$ cat src/hdl/mvna_pkg.sv
// shared types, constants and codes of the vertex normal accumulator
package mvna_pkg;

	localparam int VERTEX_COUNT_DEF = 1024;
	localparam int COORD_BITS_DEF   = 16;

	// fixed field and store widths
	localparam int IDX_W   = 10;
	localparam int COORD_W = 16;
	localparam int ACC_W   = 48;
	localparam int NORM_W  = 16;
	localparam int FRAC_W  = NORM_W - 1;

	// divider gives floor(2^30 a^2 / s), at most 2^30; root of that is at most 2^15
	localparam int DIV_STEPS  = 2 * FRAC_W + 1;
	localparam int SQRT_STEPS = FRAC_W + 1;

	localparam logic [1:0] OP_WRITE = 2'd0;
	localparam logic [1:0] OP_TRI   = 2'd1;
	localparam logic [1:0] OP_READ  = 2'd2;
	// spare code, ignored with no result
	localparam logic [1:0] OP_SPARE = 2'd3;

	typedef struct packed {
		logic [1:0]                op;
		logic [IDX_W-1:0]          vert_idx;
		logic signed [COORD_W-1:0] pos_x;
		logic signed [COORD_W-1:0] pos_y;
		logic signed [COORD_W-1:0] pos_z;
		logic [IDX_W-1:0]          corner_a;
		logic [IDX_W-1:0]          corner_b;
		logic [IDX_W-1:0]          corner_c;
	} in_word_t;

	typedef struct packed {
		logic signed [NORM_W-1:0] normal_x;
		logic signed [NORM_W-1:0] normal_y;
		logic signed [NORM_W-1:0] normal_z;
		logic                     zero_length;
	} out_word_t;

	typedef struct packed {
		logic                    start;
		logic signed [ACC_W-1:0] acc_x;
		logic signed [ACC_W-1:0] acc_y;
		logic signed [ACC_W-1:0] acc_z;
	} norm_req_t;

	typedef struct packed {
		logic      done;
		out_word_t word;
	} norm_rsp_t;

endpackage

$ cat src/hdl/mvna_norm.sv
// bit-serial normaliser: squares, long division and square root per component
module mvna_norm (
	input  logic                clk,
	input  logic                arst_n,
	input  mvna_pkg::norm_req_t req,
	output mvna_pkg::norm_rsp_t rsp
);
	localparam int AW  = mvna_pkg::ACC_W;
	localparam int QW  = 2 * AW;
	localparam int SSW = QW + 2;
	localparam int RW  = SSW + 1;
	localparam int DS  = mvna_pkg::DIV_STEPS;
	localparam int YW  = DS + 1;
	localparam int NW  = mvna_pkg::NORM_W;

	localparam logic [2:0] N_IDLE = 3'd0;
	localparam logic [2:0] N_SQ   = 3'd1;
	localparam logic [2:0] N_SUM  = 3'd2;
	localparam logic [2:0] N_DIV  = 3'd3;
	localparam logic [2:0] N_SQRT = 3'd4;

	logic [2:0]  state_q;
	logic [5:0]  cnt_q;
	logic [1:0]  comp_q;
	logic        done_q;

	logic [QW-1:0]  mc_q [3];
	logic [AW-1:0]  mp_q [3];
	logic [QW-1:0]  sq_q [3];
	logic           neg_q [3];
	logic [SSW-1:0] s_q;
	logic [RW-1:0]  rem_q;
	logic [DS-1:0]  quo_q;
	logic [YW-1:0]  y_q;
	logic [YW-1:0]  root_q;
	logic [YW-1:0]  bit_q;
	logic signed [NW-1:0] nrm_q [3];
	logic           zl_q;

	logic [AW-1:0]  mag [3];
	logic           all_zero;
	logic           ge;
	logic [RW-1:0]  rem_nx;
	logic [YW-1:0]  t_sum;
	logic           take;
	logic [YW-1:0]  y_nx;
	logic [YW-1:0]  root_nx;
	logic [16:0]    q17;
	logic           neg_sel;
	logic signed [NW-1:0] conv;
	logic           div_last;
	logic           sqrt_last;
	logic           sq_last;

	// magnitudes of the accumulators
	always_comb begin
		mag[0] = req.acc_x[AW-1] ? AW'(-req.acc_x) : AW'(req.acc_x);
		mag[1] = req.acc_y[AW-1] ? AW'(-req.acc_y) : AW'(req.acc_y);
		mag[2] = req.acc_z[AW-1] ? AW'(-req.acc_z) : AW'(req.acc_z);
		all_zero = (req.acc_x == '0) && (req.acc_y == '0) && (req.acc_z == '0);
	end

	// divider and square root steps
	always_comb begin
		ge      = rem_q >= RW'(s_q);
		rem_nx  = ge ? rem_q - RW'(s_q) : rem_q;
		t_sum   = root_q + bit_q;
		take    = y_q >= t_sum;
		y_nx    = take ? y_q - t_sum : y_q;
		root_nx = take ? (root_q >> 1) + bit_q : (root_q >> 1);
		q17     = root_nx[16:0];
		unique case (comp_q)
			2'd0:    neg_sel = neg_q[0];
			2'd1:    neg_sel = neg_q[1];
			default: neg_sel = neg_q[2];
		endcase
		if (neg_sel) begin
			conv = NW'(-q17);
		end else if (q17 > 17'd32767) begin
			conv = NW'(17'd32767);
		end else begin
			conv = NW'(q17);
		end
		sq_last   = cnt_q == 6'(AW - 1);
		div_last  = cnt_q == 6'(DS - 1);
		sqrt_last = cnt_q == 6'(mvna_pkg::SQRT_STEPS - 1);
	end

	// sequencer
	always_ff @(posedge clk or negedge arst_n) begin
		if (!arst_n) begin
			state_q <= N_IDLE;
			cnt_q   <= '0;
			comp_q  <= '0;
			done_q  <= 1'b0;
		end else begin
			// done pulse: zero vector at once, otherwise after the last root
			done_q <= (state_q == N_IDLE && req.start && all_zero) ||
			          (state_q == N_SQRT && sqrt_last && comp_q == 2'd2);
			unique case (state_q)
				N_IDLE: begin
					cnt_q <= '0;
					if (req.start && !all_zero) begin
						state_q <= N_SQ;
					end
				end
				N_SQ: begin
					cnt_q <= cnt_q + 6'd1;
					if (sq_last) begin
						state_q <= N_SUM;
					end
				end
				N_SUM: begin
					cnt_q   <= '0;
					comp_q  <= '0;
					state_q <= N_DIV;
				end
				N_DIV: begin
					cnt_q <= div_last ? '0 : cnt_q + 6'd1;
					if (div_last) begin
						state_q <= N_SQRT;
					end
				end
				N_SQRT: begin
					cnt_q <= sqrt_last ? '0 : cnt_q + 6'd1;
					if (sqrt_last) begin
						if (comp_q == 2'd2) begin
							state_q <= N_IDLE;
						end else begin
							comp_q  <= comp_q + 2'd1;
							state_q <= N_DIV;
						end
					end
				end
				default: state_q <= N_IDLE;
			endcase
		end
	end

	// datapath shift registers
	always_ff @(posedge clk) begin
		unique case (state_q)
			N_IDLE: begin
				if (req.start) begin
					for (int k = 0; k < 3; k++) begin
						mc_q[k]  <= QW'(mag[k]);
						mp_q[k]  <= mag[k];
						sq_q[k]  <= '0;
						nrm_q[k] <= '0;
					end
					neg_q[0] <= req.acc_x[AW-1];
					neg_q[1] <= req.acc_y[AW-1];
					neg_q[2] <= req.acc_z[AW-1];
					zl_q     <= all_zero;
				end
			end
			N_SQ: begin
				for (int k = 0; k < 3; k++) begin
					if (mp_q[k][0]) begin
						sq_q[k] <= sq_q[k] + mc_q[k];
					end
					mc_q[k] <= mc_q[k] << 1;
					mp_q[k] <= mp_q[k] >> 1;
				end
			end
			N_SUM: begin
				s_q   <= SSW'(sq_q[0]) + SSW'(sq_q[1]) + SSW'(sq_q[2]);
				rem_q <= RW'(sq_q[0]);
			end
			N_DIV: begin
				rem_q <= {rem_nx[RW-2:0], 1'b0};
				quo_q <= {quo_q[DS-2:0], ge};
				if (div_last) begin
					y_q    <= YW'({quo_q[DS-2:0], ge});
					root_q <= '0;
					bit_q  <= YW'(1) << (DS - 1);
				end
			end
			N_SQRT: begin
				y_q    <= y_nx;
				root_q <= root_nx;
				bit_q  <= bit_q >> 2;
				if (sqrt_last) begin
					unique case (comp_q)
						2'd0: begin
							nrm_q[0] <= conv;
							rem_q    <= RW'(sq_q[1]);
						end
						2'd1: begin
							nrm_q[1] <= conv;
							rem_q    <= RW'(sq_q[2]);
						end
						default: nrm_q[2] <= conv;
					endcase
				end
			end
			default: ;
		endcase
	end

	assign rsp.done             = done_q;
	assign rsp.word.normal_x    = nrm_q[0];
	assign rsp.word.normal_y    = nrm_q[1];
	assign rsp.word.normal_z    = nrm_q[2];
	assign rsp.word.zero_length = zl_q;
endmodule

$ cat config.mk
export PLATFORM = sky130hd
export DESIGN_NAME = mvna_norm
export DESIGN_NICKNAME = d
export VERILOG_FILES = /design/src/hdl/mvna_pkg.sv /design/src/hdl/mvna_norm.sv
export SDC_FILE = /design/constraint.sdc
export NUM_CORES = 2
export LEC_CHECK = 0
export BUFFER_PORTS_ARGS = -buffer_cell sky130_fd_sc_hd__buf_2
export CORE_UTILIZATION = 30
export DETAILED_ROUTE_END_ITERATION = 12
export GPL_TIMING_DRIVEN = 0
export SYNTH_ARGS = -nofsm -noshare
export SYNTH_HDL_FRONTEND = slang
export SYNTH_SLANG_ARGS = --single-unit
$ cat constraint.sdc
create_clock -name clk -period 11.5 [get_ports clk]
set_clock_uncertainty 0.05 [all_clocks]
set_input_delay 3.45 -clock clk [delete_from_list [all_inputs] [get_ports clk]]
set_output_delay 3.45 -clock clk [all_outputs]
set_load 0.01 [all_outputs]
# --- After elaboration in Yosys (flattened, before gate mapping) ---
# Memories as Yosys holds them, arrays and structs flattened.
# Index checks and enable logic that the tools add are counted.
op_classes:
  order_cmp: 3
  mux: 68
  n_reduce_logical: 26
  eq_ne: 16
  add_sub_neg: 15
  n_bitwise: 12
ops:
  columns: ["operator", "count"]
  rows:
  - ["96-bit two-way mux", 6]
  - ["99-bit one-hot mux with 3 select lines", 1]
  - ["96-bit adder", 3]
  - ["48-bit two-way mux", 6]
  - ["99-bit one-hot mux with 2 select lines", 1]
  - ["32-bit one-hot mux with 2 select lines", 3]
  - ["32-bit two-way mux", 5]
  - ["48-bit zero test", 3]
  - ["48-bit negation", 3]
  - ["99-bit by 98-bit >= comparator with 1-bit output", 1]
  - ["99-bit two-way mux", 1]
  - ["97-bit by 96-bit adder with 98-bit output", 1]
  - ["98-bit two-way mux", 1]
  - ["98-bit subtractor", 1]
  - ["96-bit by 96-bit adder with 97-bit output", 1]
  - ["16-bit two-way mux", 5]
  - ["31-bit by 32-bit adder with 32-bit output", 1]
  - ["32-bit adder", 1]
  - ["32-bit >= comparator", 1]
  - ["32-bit subtractor", 1]
  - ["1-bit two-way mux", 26]
  - ["6-bit one-hot mux with 4 select lines", 1]
  - ["17-bit by 15-bit > comparator with 1-bit output (second input constant)", 1]
  - ["16-bit negation", 1]
  - ["32 further kinds", 65]
word_totals:
  mem_count: 5
  inputBits: 147
  ram_bits: 771
  regBits: 336
  output_inout_bits: 50
mem_list:
  columns: ["name", "depth", "word_bits", "read_ports", "rd_ports_with_merged_regs", "wr", "line_no", "text"]
  rows:
  - ["mc_q", 3, 96, 3, 0, 3, "mvna_norm.sv:27", "logic [QW-1:0] mc_q [3];"]
  - ["sq_q", 3, 96, 3, 0, 3, "mvna_norm.sv:29", "logic [QW-1:0] sq_q [3];"]
  - ["mp_q", 3, 48, 3, 0, 3, "mvna_norm.sv:28", "logic [AW-1:0] mp_q [3];"]
  - ["nrm_q", 3, 16, 3, 0, 3, "mvna_norm.sv:37", "logic signed [NW-1:0] nrm_q [3];"]
  - ["neg_q", 3, 1, 3, 0, 3, "mvna_norm.sv:30", "logic neg_q [3];"]

# --- Longest topological paths before layout ---
logic_depth:
  ltp_word: 7
  mapped_depth: 36
  ltp_nobuf: 32

# --- Least setup slack after synthesis ---
# Ideal clock, no wire load.
synth_timing:
  path_kind: "input to register"
  start: "input req[144] (netlist bit)"
  end: "memory mc_q[0][0] (netlist bit), enable pin"
  arrival_time_ns: 14.252
  stages: 3
  setup_slack_ns: -3.678
  path_buffers: 1
  path_cell_list: "and3_1 clkbuf_1 nand2b_1"
synth_lines:
  columns: ["item", "line_no", "text"]
  rows:
  - ["start, declared", "mvna_norm.sv:5", "input mvna_pkg::norm_req_t req,"]
  - ["end, declared", "mvna_norm.sv:27", null]

==> results.py <==
metrics = {
    "yosys": {
        "synth-seq-cells": 1091,
        "seq_area_frac_synth_pct": 40.4,
        "synth.distinct_cells": 91,
        "synth-compound-area-share_pct": 21.7,
        "synthMuxAreaShare_pct": 1.48,
        "synth_top_family_by_area": "compound AO/OA/AOI/OAI gates",
        "synth_fa_ha_area_share_pct": 11.1,
        "syn-instance-count": 8507,
        "synth_edf_count": 1079,
        "synth-simple-area-share_pct": 15.0,
        "avgSynthCellArea_sq_um": 9.51,
        "synth_warnings": 0,
        "netlist_area_sq_um": 80900,
        "async_flop_share_pct": 1.10,
        "synth_xor_xnor_area_share_pct": 6.89,
        "ys_dominant_reg_cell": "edfxtp_1",
        "synth_nets": 9310,
    },
    "sta": {
        "relSlewSlack_pct": -1.01,
        "grt_setup_unrepaired": "false",
        "period_needed_ns": 9.74,
        "setup_violations": 0,
        "max_freq_ghz": 0.103,
        "hold_violations": 0,
        "tightest_slew_ns": 1.52,
        "slew_viol_final": 22,
        "fin_crit_sh_pct": 84.7,
        "hold_ws_ns": 0.388,
    },
    "final_layout": {
        "final_area_sq_um": 91800,
        "layout-drive-gt1-share_pct": 6.18,
        "final_nets": 9674,
        "final_cell_mix": "edfxtp_1, a21oi_1, nor2_1, nand2_1, ha_1",
        "synthToLayoutAreaGrowth_pct": 13.5,
        "final_common_cell": "edfxtp_1",
    },
    "critical_path": {
        "worst-r2r-cell-count": 33,
        "cp.required_ns": 11.97,
        "end_kind": "flip-flop",
        "critPathBufInv": 5,
        "cpPeakStageDelay_ns": 0.61,
        "worst_setup_path_start_kind": "flip-flop",
        "critPathTopFamily": "compound AO/OA/AOI/OAI gates",
        "crit_fanout": 10,
        "crit_arrival_ns": 10.22,
        "crit_slowest_cell": "o31ai_1",
        "path_common_cell": "a31oi_1",
        "worst-setup-path-type": "reg -> reg",
        "path_depth": 33,
    },
    "drt": {
        "viasPerCell": 5.55,
        "routed_wirelength_mm": 299,
        "drtPass1Iterations": 8,
        "drcViolationCount": 0,
        "first_iter_violations": 6804,
        "drtAntennaViolNets": 0,
        "num_vias": 69600,
        "wl_per_cell_microns": 23.8,
    },
    "global_route": {
        "grt_usage_pct": 21.3,
        "grt_pass1_vias": 66700,
        "grt_max_degree": 68,
        "antenna_found_initial": 15,
        "overflow": 0,
        "grt_pass1_wl_mm": 436,
    },
    "die": {
        "die_h_microns": 521,
        "start_util_pct": 30.2,
        "die_w_microns": 521,
        "die-area_sq_um": 272000,
        "core_area_sq_um": 268000,
        "ioPinCount": 197,
        "rows": 190,
    },
    "placement": {
        "dp_hpwl_mm": 243,
        "place_area_sq_um": 87200,
        "finalWeightedCongestion": 0.970,
        "port_buffers": 196,
    },
    "clock_tree": {
        "postCtsResizedCells": 0,
        "clk_latency_ns": 0.83,
        "cts_tree": "yes",
        "cts-root-buf": "clkbuf_16",
        "cts_buffers": 135,
        "path_clk_slew_ns": 0.06,
        "clock_sinks": 1091,
        "clockBufferDepth": 3,
        "cts_setup_buffers": 0,
        "ctsHoldBuffers": 0,
        "htree_levels": 4,
    },
    "hold_path": {
        "holdPathStages": 0,
        "hold_class": "reg -> reg",
    },
    "pwr": {
        "ir_worst_vdd_mv": 0.141,
        "powerDensity_nw_per_um2": 99.1,
        "leakagePower_nw": 33.0,
    },
    "run_status": {
        "status": "finished with violations",
        "violations": "max-capacitance violations, max-slew violations",
    },
    "run": {
        "max_cap_violations": 3,
    },
}
-- cell families after synthesis --
logic type,Yosys count
adders and majority gates,656
DFF,1091
and+or+nand+nor,2545
buffers and inverters,745
xor gates and xnor gates,637
muxes,118
AOI/OAI and AO/OA,2715
-- per-layer routing --
layer,vias to the layer above,wire [microns],part of all wire [%],track usage (%)
li1,32400,-,-,-
met1,34000,137000,46,29.9
met2,2649,131000,44,33.3
met3,438,18900,6.3,2.86
met4,4,11500,3.8,8.00
met5,-,26,0.0087,0
-- worst paths after layout --
path,from,slack (ns),endpoint
max in group asynchronous,arst_n,8.65,cnt_q[1]
min reg2reg,quo_q[1],0.39,quo_q[2]
min in group asynchronous,arst_n,2.48,state_q[0]
max reg2reg,root_q[2],1.76,nrm_q[0][39]
min,quo_q[1],0.39,quo_q[2]
max,root_q[2],1.76,nrm_q[0][39]
-- state kept, by name, summed over array words and instances, names as in the netlist --
name     flops
zl_q         1
comp_q       2
y_q         32
rem_q       99
done_q       1
mp_q       144
neg_q        3
s_q         98
nrm_q       48
root_q      32
cnt_q        6
sq_q       288
mc_q       288
bit_q       16
state_q      3
quo_q       30
-- synthesized netlist by cell type (all sizes together) (67+ instances only) --
library cell | number | share of area (%)
inv | 292 | 1.4
ha | 554 | 8.6
nor2b | 67 | 0.52
nand2 | 729 | 3.4
mux2i | 103 | 1.3
nor3 | 144 | 0.89
and3 | 226 | 1.7
o221ai | 68 | 0.74
o21bai | 120 | 1.1
nand3 | 136 | 0.85
fa | 102 | 2.5
xor2 | 333 | 3.6
o21ai | 521 | 3.2
nand4 | 171 | 1.3
a31oi | 80 | 0.62
clkbuf | 429 | 2.0
o21a | 339 | 3.1
a21oi | 750 | 4.6
xnor2 | 304 | 3.3
nor2 | 749 | 3.5
edfxtp | 1079 | 40
a21o | 360 | 3.3
o31ai | 92 | 0.85
-- per-stage QoR --
step,setup TNS [ns],total power [W],utilization [%],setup slack [ns],std cells
floorplan,0,0.00457,-,1.41,8507
global placement,-1200.30,0.00468,32.2,-3.18,12300
detailed placement,0,0.00468,32.5,1.87,12300
CTS,0,0.00917,34.2,1.77,12500
global route,0,0.00934,34.2,0.998,12500
finish,0,0.00910,34.2,1.76,12500
-- layout make-up --
type | count | area, sq um
fillers | 27300 | 176000
inverters | 294 | 1100
well taps | 3552 | 4440
flip-flops and latches | 1091 | 32700
multi-input cells | 6671 | 45500
diodes | 7 | 17.5
repair buffers | 227 | 1670
plain buffers | 451 | 1730
clock buffers | 160 | 3510
clock inverters | 87 | 1110
-- power breakdown --
group	switching [W]	internal, W	leakage (nW)	total (W)
Combinational	0.000154	0.000112	22.3	0.000266
Sequential	0	0.00433	8.49	0.00433
Clock	0.00191	0.00259	2.22	0.00450
Total	0.00207	0.00703	33.0	0.00910
Power figures use the tool's default switching activity.
